**src/rtl/dat_pkg.sv**
```systemverilog
package dat_pkg;

  localparam int unsigned END_CODE    = 1;
  localparam int unsigned BYTE_OFFSET = 2;
  localparam int unsigned TOP_CODE    = 257;
  localparam int unsigned CODE_W      = 9;

  localparam logic [1:0] ST_PRESENT  = 2'd0;
  localparam logic [1:0] ST_NOTFOUND = 2'd1;
  localparam logic [1:0] ST_INSERTED = 2'd2;
  localparam logic [1:0] ST_FULL     = 2'd3;

  typedef struct packed {
    logic       mode;
    logic [7:0] symbol;
    logic       key_end;
  } in_item_t;

  typedef struct packed {
    logic [1:0]  status;
    logic [11:0] end_slot;
  } out_item_t;

  typedef enum logic [4:0] {
    S_IDLE,
    S_RD_BASE,
    S_RD_CHILD,
    S_DECIDE,
    S_CLAIM,
    S_SCAN_RD,
    S_SCAN_CHK,
    S_SRCH_INIT,
    S_SRCH_RD,
    S_SRCH_CHK,
    S_MV_INIT,
    S_MV_RD_OLD,
    S_MV_RD_OLDB,
    S_MV_WR_NEW,
    S_MV_G_RD,
    S_MV_G_CHK,
    S_MV_FREE,
    S_MV_NODE,
    S_DONE,
    S_OUT
  } fsm_t;

  typedef struct packed {
    logic b_we;
    logic p_we;
  } mem_wr_t;

endpackage

```
**src/rtl/dat_clear.sv**
```systemverilog
module dat_clear import dat_pkg::*; #(
  parameter int unsigned SLOTS = 4096,
  parameter int unsigned AW    = 12
) (
  input  logic          clk,
  input  logic          rst_n,
  output logic          busy,
  output logic [AW-1:0] addr
);

  logic [AW:0] cnt_r, cnt_nxt;

  always_ff @(posedge clk) begin
    if (!rst_n) cnt_r <= '0;
    else cnt_r <= cnt_nxt;
  end

  always_comb begin
    cnt_nxt = cnt_r;
    if (busy) cnt_nxt = cnt_r + (AW+1)'(1);
  end

  assign busy = cnt_r < (AW+1)'(SLOTS);
  assign addr = cnt_r[AW-1:0];

endmodule

```
**config.mk**
```make
export PLATFORM = sky130hd
export DESIGN_NAME = dat_clear
export DESIGN_NICKNAME = d
export VERILOG_FILES = /design/src/rtl/dat_pkg.sv /design/src/rtl/dat_clear.sv
export SDC_FILE = /design/constraint.sdc
export NUM_CORES = 1
export LEC_CHECK = 0
export BUFFER_PORTS_ARGS = -buffer_cell sky130_fd_sc_hd__buf_4
export CAP_MARGIN = 20
export CORE_ASPECT_RATIO = 0.9
export CORE_MARGIN = 5
export CORE_UTILIZATION = 35
export DETAILED_ROUTE_END_ITERATION = 7
export SLEW_MARGIN = 25
export SYNTH_ARGS = -nofsm -noshare
export SYNTH_HDL_FRONTEND = slang
export SYNTH_SLANG_ARGS = --single-unit
```
**constraint.sdc**
```tcl
create_clock -name clk -period 1.95 [get_ports clk]
set_clock_uncertainty 0.2 [all_clocks]
set_input_delay 0.39 -clock clk [delete_from_list [all_inputs] [get_ports clk]]
set_output_delay 0.39 -clock clk [all_outputs]
set_load 0.01 [all_outputs]
```
==> flow_metrics.tcl <==
set metrics [dict create \
    synth_edf_count 0 \
    synthMuxAreaShare_pct 2.86 \
    drt_iter0_markers 4 \
    antenna_cells 0 \
    synth_top_family_by_area "simple AND/OR/NAND/NOR gates" \
    syn_to_final_growth_pct 11.3 \
    core_um2 1910 \
    dp_hpwl_um 940 \
    vias 533 \
    ys_ff_latch 13 \
    hold_viol 0 \
    grt_max_degree 13 \
    yosysWarnings 0 \
    slowest_stage "or4_1" \
    cts_resized 0 \
    crit_chain "ha_1, nand4b_4, or4_1, a21oi_1" \
    synthAdderAreaFrac_pct 1.79 \
    synth-xor-area-share_pct 5.01 \
    finalCriticalPeriod_ps 1780 \
    final_area_um2 778 \
    synth.most_common_cell "dfxtp_1" \
    drive_above_1_share_pct 27.7 \
    path_clk_slew_ps 80 \
    numCtsBuffers 3 \
    syn_nets 80 \
    syn-cell-area_um2 699 \
    clockBufferDepth 2 \
    setup.worst_path.end_class "flip-flop" \
    hold_path_class "primary input to flip-flop" \
    design.die.area_um2 2990 \
    ant_nets 0 \
    fin_tns_setup_ps 0 \
    relSlewSlack_pct 74.0 \
    max_flop_register "cnt_r" \
    worst_hold_slack_ps 184 \
    syn_inst 77 \
    synth_top_cell_by_area "dfxtp_1" \
    core.rowCount 15 \
    rsz0062_at_grt "false" \
    fmax_mhz 562 \
    utilization_pct 40.7 \
    worst-setup-path-type "flip-flop to flip-flop" \
    leakage_uw 0.000358 \
    p_per_area_nw_per_um2 613 \
    post-synth-top-area-fraction_pct 37.2 \
    swShare_pct 23.2 \
    min_period_over_period_pct 91.2 \
    finalMaxSlewViolations 0 \
    cts-hold-fix-buffers 0 \
    switchingPower_uw 110 \
    gp_congestion 0.694 \
    io_buffer_count 14 \
    synth.distinct_cells 25 \
    setup_violations 0 \
    drt-wirelength-per-cell_um 11.4 \
    critPathArrivalTime_ps 1780 \
    cts_tree "done" \
    synthTopCellsByCount "13 x dfxtp_1, 12 x buf_4, 7 x a21oi_1, 5 x nand2_1, 5 x nor2_1" \
    clkPwrFrac_pct 34.3 \
    cts-root-buf "clkbuf_4" \
    top_level_ports 15 \
    clock-sinks 13 \
    die_h_um 52.4 \
    clock_latency_ps 270 \
    avgSynthCellArea_um2 9.08 \
    power_frac_comb_pct 7.3 \
    htree_num_levels 1 \
    drtPass1Iterations 4 \
    ys_seq_area_share_pct 37.2 \
    cap_violations 0 \
    die_w_um 57.1 \
    synthFlopType "dfxtp_1" \
    synthSimpleGateAreaFrac_pct 27.4 \
    largest_register_ffs 13 \
    synth.area.top_cells "dfxtp_1 37%, buf_4 13%, nand4b_4 6.8%, a21oi_1 5.0%, xor2_1 3.8%" \
    grt-ovfl-total 0 \
    antenna_found_initial 0 \
    synth-compound-area-share_pct 10.0 \
    power.internal_uw 367 \
    largestRegisters "cnt_r (13)" \
    via_per_inst 4.94 \
    p_seq_share_pct 58.4 \
    cp_max_fo 5 \
    grt_pass1_vias 546 \
    nNetsFinal 87 \
    cp.required_ps 1950 \
    power.total_uw 477 \
    initial_core_util_pct 36.5 \
    max-vdd-ir-drop_mv 0.234 \
    outcome "complete, no violations" \
    nFillCells 215 \
    cp-start-kind "flip-flop" \
    synthArstFlopShare_pct 0 \
    cts_setup_buffers 0 \
    slowest_delay_ps 540 \
    tightestPinTransition_ps 390 \
    grtUsageTotal_pct 9.71 \
    grt_pass1_wl_um 2220 \
    wl_um 1230 \
    drc 0 \
    placed_cell_area_um2 752 \
]
cell usage in the layout, fill, tap and decap left out, drive strengths merged:
cell and n:
buf 16, nand2 5, ha 1, clkbuf 4, o21ai 4, xor2 3, nand3 2, mux2i 2
a21oi 7, nand2b 1, or4 3, xnor2 1, nor2 5, nand3b 1, inv 3, nand4 1
o31ai 2, dfxtp 13, nor4 1, or3 4, nor2b 1, nand4b 3
path summary, 6_finish.rpt:
kind | startpoint | endpoint | depth (start not counted) | slack [ps]
setup / recovery | cnt_r[1] | cnt_r[12] | 4 | 170
hold / removal | rst_n | cnt_r[11] | 3 | 180
setup reg to reg | cnt_r[1] | cnt_r[12] | 4 | 170
hold reg to reg | cnt_r[11] | cnt_r[11] | 2 | 290
layer usage:
layer	track usage, %	vias up	share of wire (%)	wire [um]
met5	0	-	0	0
met4	5.79	0	1.8	22
met3	2.96	2	4.9	60
met2	17.3	11	49	602
met1	10.1	246	44	546
li1	-	274	-	-
logic make-up after synthesis:
family,after synthesis
compound gates,13
buf+inv,17
simple gates,27
xor+xnor,4
fa+ha+maj,1
flops,13
mux,2
critical path, delay by kind of cell (launching register included):
family / cells / cell delay (ps)
fa+ha+maj: 1 / 280
simple gates: 2 / 680
compound gates: 1 / 140
flops: 1 / 420
metrics by stage:
| step | cells | worst slack (ps) |
|---|---|---|
| 6_report | 108 | 171 |
| 5_1_grt | 108 | 67.0 |
| 4_1_cts | 108 | 164 |
| 3_5_place_dp | 104 | 186 |
| 3_3_place_gp | 104 | 214 |
| 2_1_floorplan | 77 | 250 |
area by class of cell:
cell class / count / area, um^2 / share of cell area [%]
Clock buffer: 4 / 26.3 / 3.38
Inverter: 3 / 11.3 / 1.45
Multi-Input combinational cell: 47 / 329 / 42.3
Sequential cell: 13 / 260 / 33.4
Tap cell: 25 / 31.3 / 4.02
Timing Repair Buffer: 16 / 120 / 15.4
power by group through the flow:
stage / clock network [uW] / registers, uW / logic [uW]
after floorplan: 0 / 286 / 25.7
after global placement: 0 / 285 / 35.0
after detailed placement: 0 / 285 / 35.4
after CTS: 173 / 279 / 35.9
after global routing: 189 / 280 / 39.6
final: 163 / 279 / 34.9
Power figures use the tool's default switching activity.
