File: config.mk
export PLATFORM = sky130hd
export DESIGN_NAME = dat_ctrl
export DESIGN_NICKNAME = d
export VERILOG_FILES = /design/src/rtl/dat_pkg.sv /design/src/rtl/dat_ctrl.sv
export SDC_FILE = /design/constraint.sdc
export NUM_CORES = 1
export LEC_CHECK = 0
export BUFFER_PORTS_ARGS = -buffer_cell sky130_fd_sc_hd__buf_2
export CORE_MARGIN = 2
export CORE_UTILIZATION = 39
export DETAILED_ROUTE_END_ITERATION = 8
export PLACE_DENSITY = 0.61
export SETUP_SLACK_MARGIN = 0.02
export SLEW_MARGIN = 20
export SYNTH_ARGS = -nofsm -noshare
export SYNTH_HDL_FRONTEND = slang
export SYNTH_SLANG_ARGS = --single-unit
File: constraint.sdc
create_clock -name clk -period 12.57 [get_ports clk]
set_input_delay 0.6285 -clock clk [delete_from_list [all_inputs] [get_ports clk]]
set_output_delay 0.6285 -clock clk [all_outputs]
set_load 0.005 [all_outputs]
File: src/rtl/dat_pkg.sv
package dat_pkg;

  localparam int unsigned END_CODE    = 1;
  localparam int unsigned BYTE_OFFSET = 2;
  localparam int unsigned TOP_CODE    = 257;
  localparam int unsigned CODE_W      = 9;

  localparam logic [1:0] ST_PRESENT  = 2'd0;
  localparam logic [1:0] ST_NOTFOUND = 2'd1;
  localparam logic [1:0] ST_INSERTED = 2'd2;
  localparam logic [1:0] ST_FULL     = 2'd3;

  typedef struct packed {
    logic       mode;
    logic [7:0] symbol;
    logic       key_end;
  } in_item_t;

  typedef struct packed {
    logic [1:0]  status;
    logic [11:0] end_slot;
  } out_item_t;

  typedef enum logic [4:0] {
    S_IDLE,
    S_RD_BASE,
    S_RD_CHILD,
    S_DECIDE,
    S_CLAIM,
    S_SCAN_RD,
    S_SCAN_CHK,
    S_SRCH_INIT,
    S_SRCH_RD,
    S_SRCH_CHK,
    S_MV_INIT,
    S_MV_RD_OLD,
    S_MV_RD_OLDB,
    S_MV_WR_NEW,
    S_MV_G_RD,
    S_MV_G_CHK,
    S_MV_FREE,
    S_MV_NODE,
    S_DONE,
    S_OUT
  } fsm_t;

  typedef struct packed {
    logic b_we;
    logic p_we;
  } mem_wr_t;

endpackage

File: src/rtl/dat_ctrl.sv
module dat_ctrl import dat_pkg::*; #(
  parameter int unsigned SLOTS = 4096,
  parameter int unsigned AW    = 12,
  parameter int unsigned PW    = 13
) (
  input  logic          clk,
  input  logic          rst_n,
  input  logic          in_valid,
  output logic          in_ready,
  input  in_item_t      in_data,
  output logic          out_valid,
  input  logic          out_ready,
  output out_item_t     out_data,
  output logic [AW-1:0] b_raddr,
  input  logic [AW-1:0] b_rdata,
  output logic [AW-1:0] p_raddr,
  input  logic [PW-1:0] p_rdata,
  output mem_wr_t       wr,
  output logic [AW-1:0] b_waddr,
  output logic [AW-1:0] b_wdata,
  output logic [AW-1:0] p_waddr,
  output logic [PW-1:0] p_wdata
);

  localparam int unsigned SW = AW + 2;
  localparam logic [SW-1:0] SLOTS_W = SW'(SLOTS);

  fsm_t state_r, state_nxt;
  logic [AW-1:0] node_r, node_nxt;
  logic missed_r, missed_nxt, full_r, full_nxt;
  logic ins_r, ins_nxt, end_r, end_nxt;
  logic [CODE_W-1:0] code_r, code_nxt;
  logic [AW-1:0] nbase_r, nbase_nxt;
  logic [SW-1:0] t_r, t_nxt;
  logic [TOP_CODE:0] has_r, has_nxt;
  logic [CODE_W-1:0] c_r, c_nxt;
  logic [CODE_W-1:0] g_r, g_nxt;
  logic [SW-1:0] b_r, b_nxt;
  logic [AW-1:0] obase_r, obase_nxt;
  logic [AW-1:0] cbase_r, cbase_nxt;
  logic [1:0] st_r, st_nxt;
  logic [AW-1:0] slot_r, slot_nxt;
  logic ovalid_r, ovalid_nxt;
  out_item_t odata_r, odata_nxt;

  logic [SW-1:0] node_p1, o_sum, n_sum, x_sum;
  logic [SW-1:0] first_c;

  assign node_p1 = SW'(node_r) + SW'(1);
  assign o_sum   = SW'(obase_r) + SW'(c_r);
  assign n_sum   = b_r + SW'(c_r);
  assign x_sum   = SW'(cbase_r) + SW'(g_r);

  always_ff @(posedge clk) begin
    if (!rst_n) begin
      state_r  <= S_IDLE;
      node_r   <= '0;
      missed_r <= 1'b0;
      full_r   <= 1'b0;
      ovalid_r <= 1'b0;
    end else begin
      state_r  <= state_nxt;
      node_r   <= node_nxt;
      missed_r <= missed_nxt;
      full_r   <= full_nxt;
      ovalid_r <= ovalid_nxt;
    end
  end

  always_ff @(posedge clk) begin
    ins_r   <= ins_nxt;
    end_r   <= end_nxt;
    code_r  <= code_nxt;
    nbase_r <= nbase_nxt;
    t_r     <= t_nxt;
    has_r   <= has_nxt;
    c_r     <= c_nxt;
    g_r     <= g_nxt;
    b_r     <= b_nxt;
    obase_r <= obase_nxt;
    cbase_r <= cbase_nxt;
    st_r    <= st_nxt;
    slot_r  <= slot_nxt;
    odata_r <= odata_nxt;
  end

  assign in_ready  = (state_r == S_IDLE);
  assign out_valid = ovalid_r;
  assign out_data  = odata_r;

  always_comb begin
    state_nxt  = state_r;
    node_nxt   = node_r;
    missed_nxt = missed_r;
    full_nxt   = full_r;
    ins_nxt    = ins_r;
    end_nxt    = end_r;
    code_nxt   = code_r;
    nbase_nxt  = nbase_r;
    t_nxt      = t_r;
    has_nxt    = has_r;
    c_nxt      = c_r;
    g_nxt      = g_r;
    b_nxt      = b_r;
    obase_nxt  = obase_r;
    cbase_nxt  = cbase_r;
    st_nxt     = st_r;
    slot_nxt   = slot_r;
    ovalid_nxt = ovalid_r;
    odata_nxt  = odata_r;
    b_raddr    = node_r;
    p_raddr    = t_r[AW-1:0];
    wr         = '0;
    b_waddr    = t_r[AW-1:0];
    b_wdata    = '0;
    p_waddr    = t_r[AW-1:0];
    p_wdata    = '0;
    first_c    = '0;
    if (ovalid_r && out_ready) ovalid_nxt = 1'b0;
    case (state_r)
      S_IDLE: begin
        if (in_valid && in_ready) begin
          ins_nxt  = in_data.mode;
          end_nxt  = in_data.key_end;
          code_nxt = in_data.key_end ? CODE_W'(END_CODE)
                                     : CODE_W'(in_data.symbol) + CODE_W'(BYTE_OFFSET);
          if (in_data.key_end && (full_r || missed_r)) begin
            st_nxt    = full_r ? ST_FULL : ST_NOTFOUND;
            slot_nxt  = '0;
            state_nxt = S_DONE;
          end else if (!in_data.key_end && (full_r || missed_r)) begin
            state_nxt = S_IDLE;
          end else begin
            state_nxt = S_RD_BASE;
          end
        end
      end
      S_RD_BASE: begin
        b_raddr   = node_r;
        state_nxt = S_RD_CHILD;
      end
      S_RD_CHILD: begin
        nbase_nxt = b_rdata;
        t_nxt     = SW'(b_rdata) + SW'(code_r);
        p_raddr   = b_rdata + AW'(code_r);
        state_nxt = S_DECIDE;
      end
      S_DECIDE: begin
        if (t_r < SLOTS_W && p_rdata == PW'(node_p1)) begin
          if (end_r) begin
            st_nxt    = ST_PRESENT;
            slot_nxt  = t_r[AW-1:0];
            state_nxt = S_DONE;
          end else begin
            node_nxt  = t_r[AW-1:0];
            state_nxt = S_IDLE;
          end
        end else if (!ins_r) begin
          if (end_r) begin
            st_nxt    = ST_NOTFOUND;
            slot_nxt  = '0;
            state_nxt = S_DONE;
          end else begin
            missed_nxt = 1'b1;
            state_nxt  = S_IDLE;
          end
        end else if (t_r < SLOTS_W && p_rdata == '0) begin
          state_nxt = S_CLAIM;
        end else begin
          has_nxt   = '0;
          c_nxt     = CODE_W'(END_CODE);
          state_nxt = S_SCAN_RD;
        end
      end
      S_CLAIM: begin
        wr.p_we = 1'b1;
        wr.b_we = 1'b1;
        p_waddr = t_r[AW-1:0];
        p_wdata = PW'(node_p1);
        b_waddr = t_r[AW-1:0];
        b_wdata = '0;
        if (end_r) begin
          st_nxt    = ST_INSERTED;
          slot_nxt  = t_r[AW-1:0];
          state_nxt = S_DONE;
        end else begin
          node_nxt  = t_r[AW-1:0];
          state_nxt = S_IDLE;
        end
      end
      S_SCAN_RD: begin
        t_nxt     = SW'(nbase_r) + SW'(c_r);
        p_raddr   = nbase_r + AW'(c_r);
        state_nxt = S_SCAN_CHK;
      end
      S_SCAN_CHK: begin
        if (t_r < SLOTS_W && p_rdata == PW'(node_p1)) has_nxt[c_r] = 1'b1;
        if (c_r == CODE_W'(TOP_CODE)) begin
          has_nxt[code_r] = 1'b1;
          b_nxt     = '0;
          state_nxt = S_SRCH_INIT;
        end else begin
          c_nxt     = c_r + CODE_W'(1);
          state_nxt = S_SCAN_RD;
        end
      end
      S_SRCH_INIT: begin
        c_nxt     = CODE_W'(END_CODE);
        state_nxt = S_SRCH_RD;
        if (b_r >= SLOTS_W) begin
          full_nxt = !end_r;
          if (end_r) begin
            st_nxt    = ST_FULL;
            slot_nxt  = '0;
            state_nxt = S_DONE;
          end else begin
            state_nxt = S_IDLE;
          end
        end
      end
      S_SRCH_RD: begin
        if (!has_r[c_r]) begin
          if (c_r == CODE_W'(TOP_CODE)) begin
            obase_nxt = nbase_r;
            c_nxt     = CODE_W'(END_CODE);
            state_nxt = S_MV_INIT;
          end else begin
            c_nxt = c_r + CODE_W'(1);
          end
        end else if (n_sum >= SLOTS_W) begin
          b_nxt     = b_r + SW'(1);
          state_nxt = S_SRCH_INIT;
        end else begin
          p_raddr   = n_sum[AW-1:0];
          state_nxt = S_SRCH_CHK;
        end
      end
      S_SRCH_CHK: begin
        if (p_rdata != '0) begin
          b_nxt     = b_r + SW'(1);
          state_nxt = S_SRCH_INIT;
        end else if (c_r == CODE_W'(TOP_CODE)) begin
          obase_nxt = nbase_r;
          c_nxt     = CODE_W'(END_CODE);
          state_nxt = S_MV_INIT;
        end else begin
          c_nxt     = c_r + CODE_W'(1);
          state_nxt = S_SRCH_RD;
        end
      end
      S_MV_INIT: begin
        has_nxt[code_r] = 1'b0;
        state_nxt = S_MV_RD_OLD;
      end
      S_MV_RD_OLD: begin
        if (!has_r[c_r]) begin
          if (c_r == CODE_W'(TOP_CODE)) state_nxt = S_MV_NODE;
          else c_nxt = c_r + CODE_W'(1);
        end else begin
          b_raddr   = o_sum[AW-1:0];
          state_nxt = S_MV_RD_OLDB;
        end
      end
      S_MV_RD_OLDB: begin
        cbase_nxt = b_rdata;
        state_nxt = S_MV_WR_NEW;
      end
      S_MV_WR_NEW: begin
        wr.b_we   = 1'b1;
        wr.p_we   = 1'b1;
        b_waddr   = n_sum[AW-1:0];
        b_wdata   = cbase_r;
        p_waddr   = n_sum[AW-1:0];
        p_wdata   = PW'(node_p1);
        g_nxt     = CODE_W'(END_CODE);
        state_nxt = S_MV_G_RD;
      end
      S_MV_G_RD: begin
        t_nxt     = x_sum;
        p_raddr   = x_sum[AW-1:0];
        state_nxt = S_MV_G_CHK;
      end
      S_MV_G_CHK: begin
        if (t_r < SLOTS_W && p_rdata == PW'(o_sum + SW'(1))) begin
          wr.p_we = 1'b1;
          p_waddr = t_r[AW-1:0];
          p_wdata = PW'(n_sum + SW'(1));
        end
        if (g_r == CODE_W'(TOP_CODE)) begin
          state_nxt = S_MV_FREE;
        end else begin
          g_nxt     = g_r + CODE_W'(1);
          state_nxt = S_MV_G_RD;
        end
      end
      S_MV_FREE: begin
        wr.b_we = 1'b1;
        wr.p_we = 1'b1;
        b_waddr = o_sum[AW-1:0];
        b_wdata = '0;
        p_waddr = o_sum[AW-1:0];
        p_wdata = '0;
        if (c_r == CODE_W'(TOP_CODE)) begin
          state_nxt = S_MV_NODE;
        end else begin
          c_nxt     = c_r + CODE_W'(1);
          state_nxt = S_MV_RD_OLD;
        end
      end
      S_MV_NODE: begin
        wr.b_we   = 1'b1;
        b_waddr   = node_r;
        b_wdata   = b_r[AW-1:0];
        first_c   = b_r + SW'(code_r);
        t_nxt     = first_c;
        state_nxt = S_CLAIM;
      end
      S_DONE: begin
        if (!ovalid_r || out_ready) begin
          odata_nxt.status   = st_r;
          odata_nxt.end_slot = 12'(slot_r);
          ovalid_nxt = 1'b1;
          node_nxt   = '0;
          missed_nxt = 1'b0;
          full_nxt   = 1'b0;
          state_nxt  = S_OUT;
        end
      end
      S_OUT: begin
        state_nxt = S_IDLE;
      end
      default: state_nxt = S_IDLE;
    endcase
  end

endmodule

==> impl_metrics.csv <==
group,metric,value,unit
route,drc,21,
route,vias_per_cell,6.79,
placed_design,place_congestion,0.961,
status,outcome,"finished, violations left",
power_and_ir_drop,powerDensity,130,nW/um^2
critical_path,crit_buf_inv,3,
critical_path,crit_fanout,43,
critical_path,critPathRequiredTime,11.94,ns
critical_path,slowest_delay,0.71,ns
route,wl,113000,um
synthesis,syn-cell-area,28800,um^2
power_and_ir_drop,total_power,0.00413,W
timing,worst_slew_pin_slew,1.20,ns
floorplanning,pin_count,130,
critical_path,path_class,"flip-flop to output port",
clocking,htreeDepth,2,
timing,max_freq,160,MHz
timing,drv_slew,0,
timing,fin_crit_sh,0.497,
clocking,clock_sinks,399,
synthesis,synth_top_area_frac,0.395,
layout,n_fill_cell,6985,
placed_design,post-dp-hpwl,74000,um
synthesis,synth_cells,3049,
flow_run,max-cap-violations,0,
route,via_count,27400,
grt,grt_pass1_wl,166000,um
clocking,root_buffer,"clkbuf_16",
timing,setup_tns,0,ns
power_and_ir_drop,p_leak,10.3,nW
critical_path,worstPathArrival,5.61,ns
timing,finalSetupViolations,0,
synthesis,syn_avg_cell_area,9.44,um^2
clocking,cts_resized,0,
status,violations,"design-rule violations",
critical_path,cp_cell_sequence,"buf_4 > inv_1 > fa_1 > xnor2_1 > nand3_1 > nor3_1 > a21oi_1 > nand4bb_1 > a211oi_2 > o21ai_2 > o31ai_1 > buf_2",
floorplanning,die_area,76000,um^2
critical_path,crit_path_start_kind,"flip-flop",
route,drt_iter0_drc,4108,
layout,area_delta_synth_final,10.8,%
synthesis,ys_seq_area_frac,0.409,
timing,fin_crit,6.24,ns
timing,final.setup_skew,0.0330,ns
timing,slew_headroom,0.199,
grt,first_global_vias,25800,
critical_path,cpMaxStageDelayCell,"buf_4",
route,ant_nets,0,
grt,grt_overflow_total,0,
layout,drive_gt1_frac,0.137,
synthesis,yosysUniqueCellTypes,94,
clocking,cts_tree,"built",
floorplanning,die-height,276,um
timing,hold_viol,0,
floorplanning,core-area,73100,um^2
synthesis,yosysWarningCount,0,
critical_path,cpLargestDelayFamily,"compound AO/OA/AOI/OAI gates",
floorplanning,initial_core_util,0.394,
critical_path,crit_path_end_kind,"output port",
floorplanning,rows,99,
power_and_ir_drop,ir_drop,0.0000936,V
clocking,ctsHoldBuffers,0,
synthesis,synth_area_leaders,"edfxtp_1 40%, a32o_1 8.9%, a21oi_1 5.9%, nand2_1 5.5%, o21ai_0 5.3%",
floorplanning,die_w,276,um
synthesis,synth_edf_count,379,
placed_design,io_buffers,129,
synthesis,synth_fp_nets,3159,
clocking,clk_path_buf_depth,3,
synthesis,synth_seq_cells,399,
clocking,cts_buffers,47,
grt,grt_start_max_net_pins,260,
clocking,postCtsSetupBuffers,0,
layout,nNetsFinal,3144,
route,first_pass_iters,9,
synthesis,yosys.area.top_type,"edfxtp_1",
grt,grt_usage,0.288,
grt,antenna_found_initial,0,
timing,rsz0062_at_grt,"no",
route,wl_per_cell,28.0,um
synthesis,synthArstFlopShare,0,
layout,seqCellArea,11800,um^2
layout,diodes,0,
synthesis,yosys_most_used_dff,"edfxtp_1",
clocking,clock_latency,0.63,ns
clocking,path_clk_slew,0.06,ns
min_path,hp-class,"input port to flip-flop",
layout,multi_input_area,16000,um^2
==> path summary, 6_finish.rpt <==
| path | start | slack [ns] | endpoint | depth (start not counted) |
|---|---|---|---|---|
| setup reg to reg | node_r[0] | 7.30 | has_r[203] | 11 |
| setup / recovery | c_r[1] | 6.33 | p_wdata[9] | 12 |
| hold / removal | in_data[9] | 0.22 | ins_r | 1 |
| hold reg to reg | st_r[1] | 0.42 | out_data[13] | 0 |
==> cell usage after synthesis (33+ instances only) <==
library cell and count:
o21ai_0 306, nand2_1 420, nand3_1 71, clkbuf_1 218, ha_1 65, a32o_1 257
inv_1 34, nor2b_1 33, a21oi_1 338, nor3_1 43, mux4_2 50, xor2_1 48
nor2_1 148, xnor2_1 71, edfxtp_1 379, mux2i_1 40
==> where the power goes <==
part           internal (W)  leakage [nW]  total (W)  switching [W]
sequential          0.00158          3.83    0.00172       0.000143
combinational      0.000345          5.77    0.00103       0.000689
clock              0.000775         0.743    0.00138       0.000606
total               0.00269          10.3    0.00413        0.00144
==> cell type report <==
cell class / count / share of cell area
Tap cell: 959 / 0.0376
Clock inverter: 29 / 0.00804
Sequential cell: 399 / 0.369
Clock buffer: 57 / 0.0393
Inverter: 39 / 0.00459
Timing Repair Buffer: 198 / 0.0386
Multi-Input combinational cell: 2349 / 0.503
==> flip-flops by register name, indices dropped and copies added, names as in the netlist <==
register	flops
state_r	5
c_r	9
code_r	9
slot_r	12
nbase_r	12
has_r	258
g_r	9
missed_r	1
out_valid	1
node_r	12
t_r	14
b_r	14
st_r	2
ins_r	1
obase_r	12
end_r	1
cbase_r	12
out_data	14
full_r	1
==> per-stage QoR <==
stage	hold WS, ns	cell area (um^2)	cells	setup slack (ns)	utilization
2_1_floorplan	0.400	28800	3049	3.32	-
3_3_place_gp	0.403	30300	3942	7.05	0.415
3_5_place_dp	0.416	30300	3942	6.85	0.415
4_1_cts	0.198	31800	4028	6.21	0.435
5_1_grt	0.202	31900	4030	5.99	0.437
6_report	0.216	31900	4030	6.33	0.437
==> cell families (layout without fill, tap and decap cells) <==
kind of cell | after synthesis | after routing | share of synthesized area
AO/OA/AOI/OAI | 1169 | 1169 | 0.277
XOR/XNOR | 127 | 127 | 0.0421
flip-flops | 399 | 399 | 0.409
AND/OR/NAND/NOR | 884 | 884 | 0.141
adder cells (fa/ha/maj) | 71 | 71 | 0.0324
multiplexers | 98 | 98 | 0.0561
buffers and inverters | 301 | 323 | 0.0423
==> per-layer routing <==
metal | global-route usage | up-vias | routed length, um
li1 | - | 11800 | -
met1 | 0.372 | 13500 | 43600
met2 | 0.474 | 1727 | 52900
met3 | 0.0395 | 330 | 10700
met4 | 0.139 | 0 | 5480
met5 | 0 | - | 0
==> cells in the final DEF, fill, tap and decap left out, types with 19 or more instances in the layout <==
cell | Yosys | final
inv_1 | 34 | 34
and3_1 | 19 | 19
nand3_1 | 71 | 71
nor2_1 | 148 | 122
a21oi_1 | 338 | 338
clkbuf_16 | 0 | 47
ha_1 | 65 | 65
a32o_1 | 257 | 257
buf_2 | 30 | 129
mux4_2 | 50 | 50
a22o_1 | 28 | 28
nor2b_1 | 33 | 27
xnor2_1 | 71 | 70
edfxtp_1 | 379 | 379
buf_4 | 5 | 64
nand2_1 | 420 | 420
nor2_2 | 3 | 29
nand2b_1 | 26 | 26
xor2_1 | 48 | 48
mux2i_1 | 40 | 39
nor3_1 | 43 | 26
a21o_1 | 22 | 22
a22oi_1 | 29 | 29
nand4_1 | 19 | 19
dfxtp_1 | 20 | 20
o21ai_0 | 306 | 306
==> worst register-to-register path, cell delays in order, from the launching register on <==
cell and delay (ns):
dfxtp_1 0.66, ha_1 0.31, nand3_1 0.18, nor3_1 0.53, nand3_1 0.13, and4_1 0.26
o2111ai_4 0.25, nor2b_2 0.42, a311o_2 0.27, buf_4 0.68, buf_12 0.51, buf_16 0.50
No activity file was read; power rests on OpenSTA's default activity.
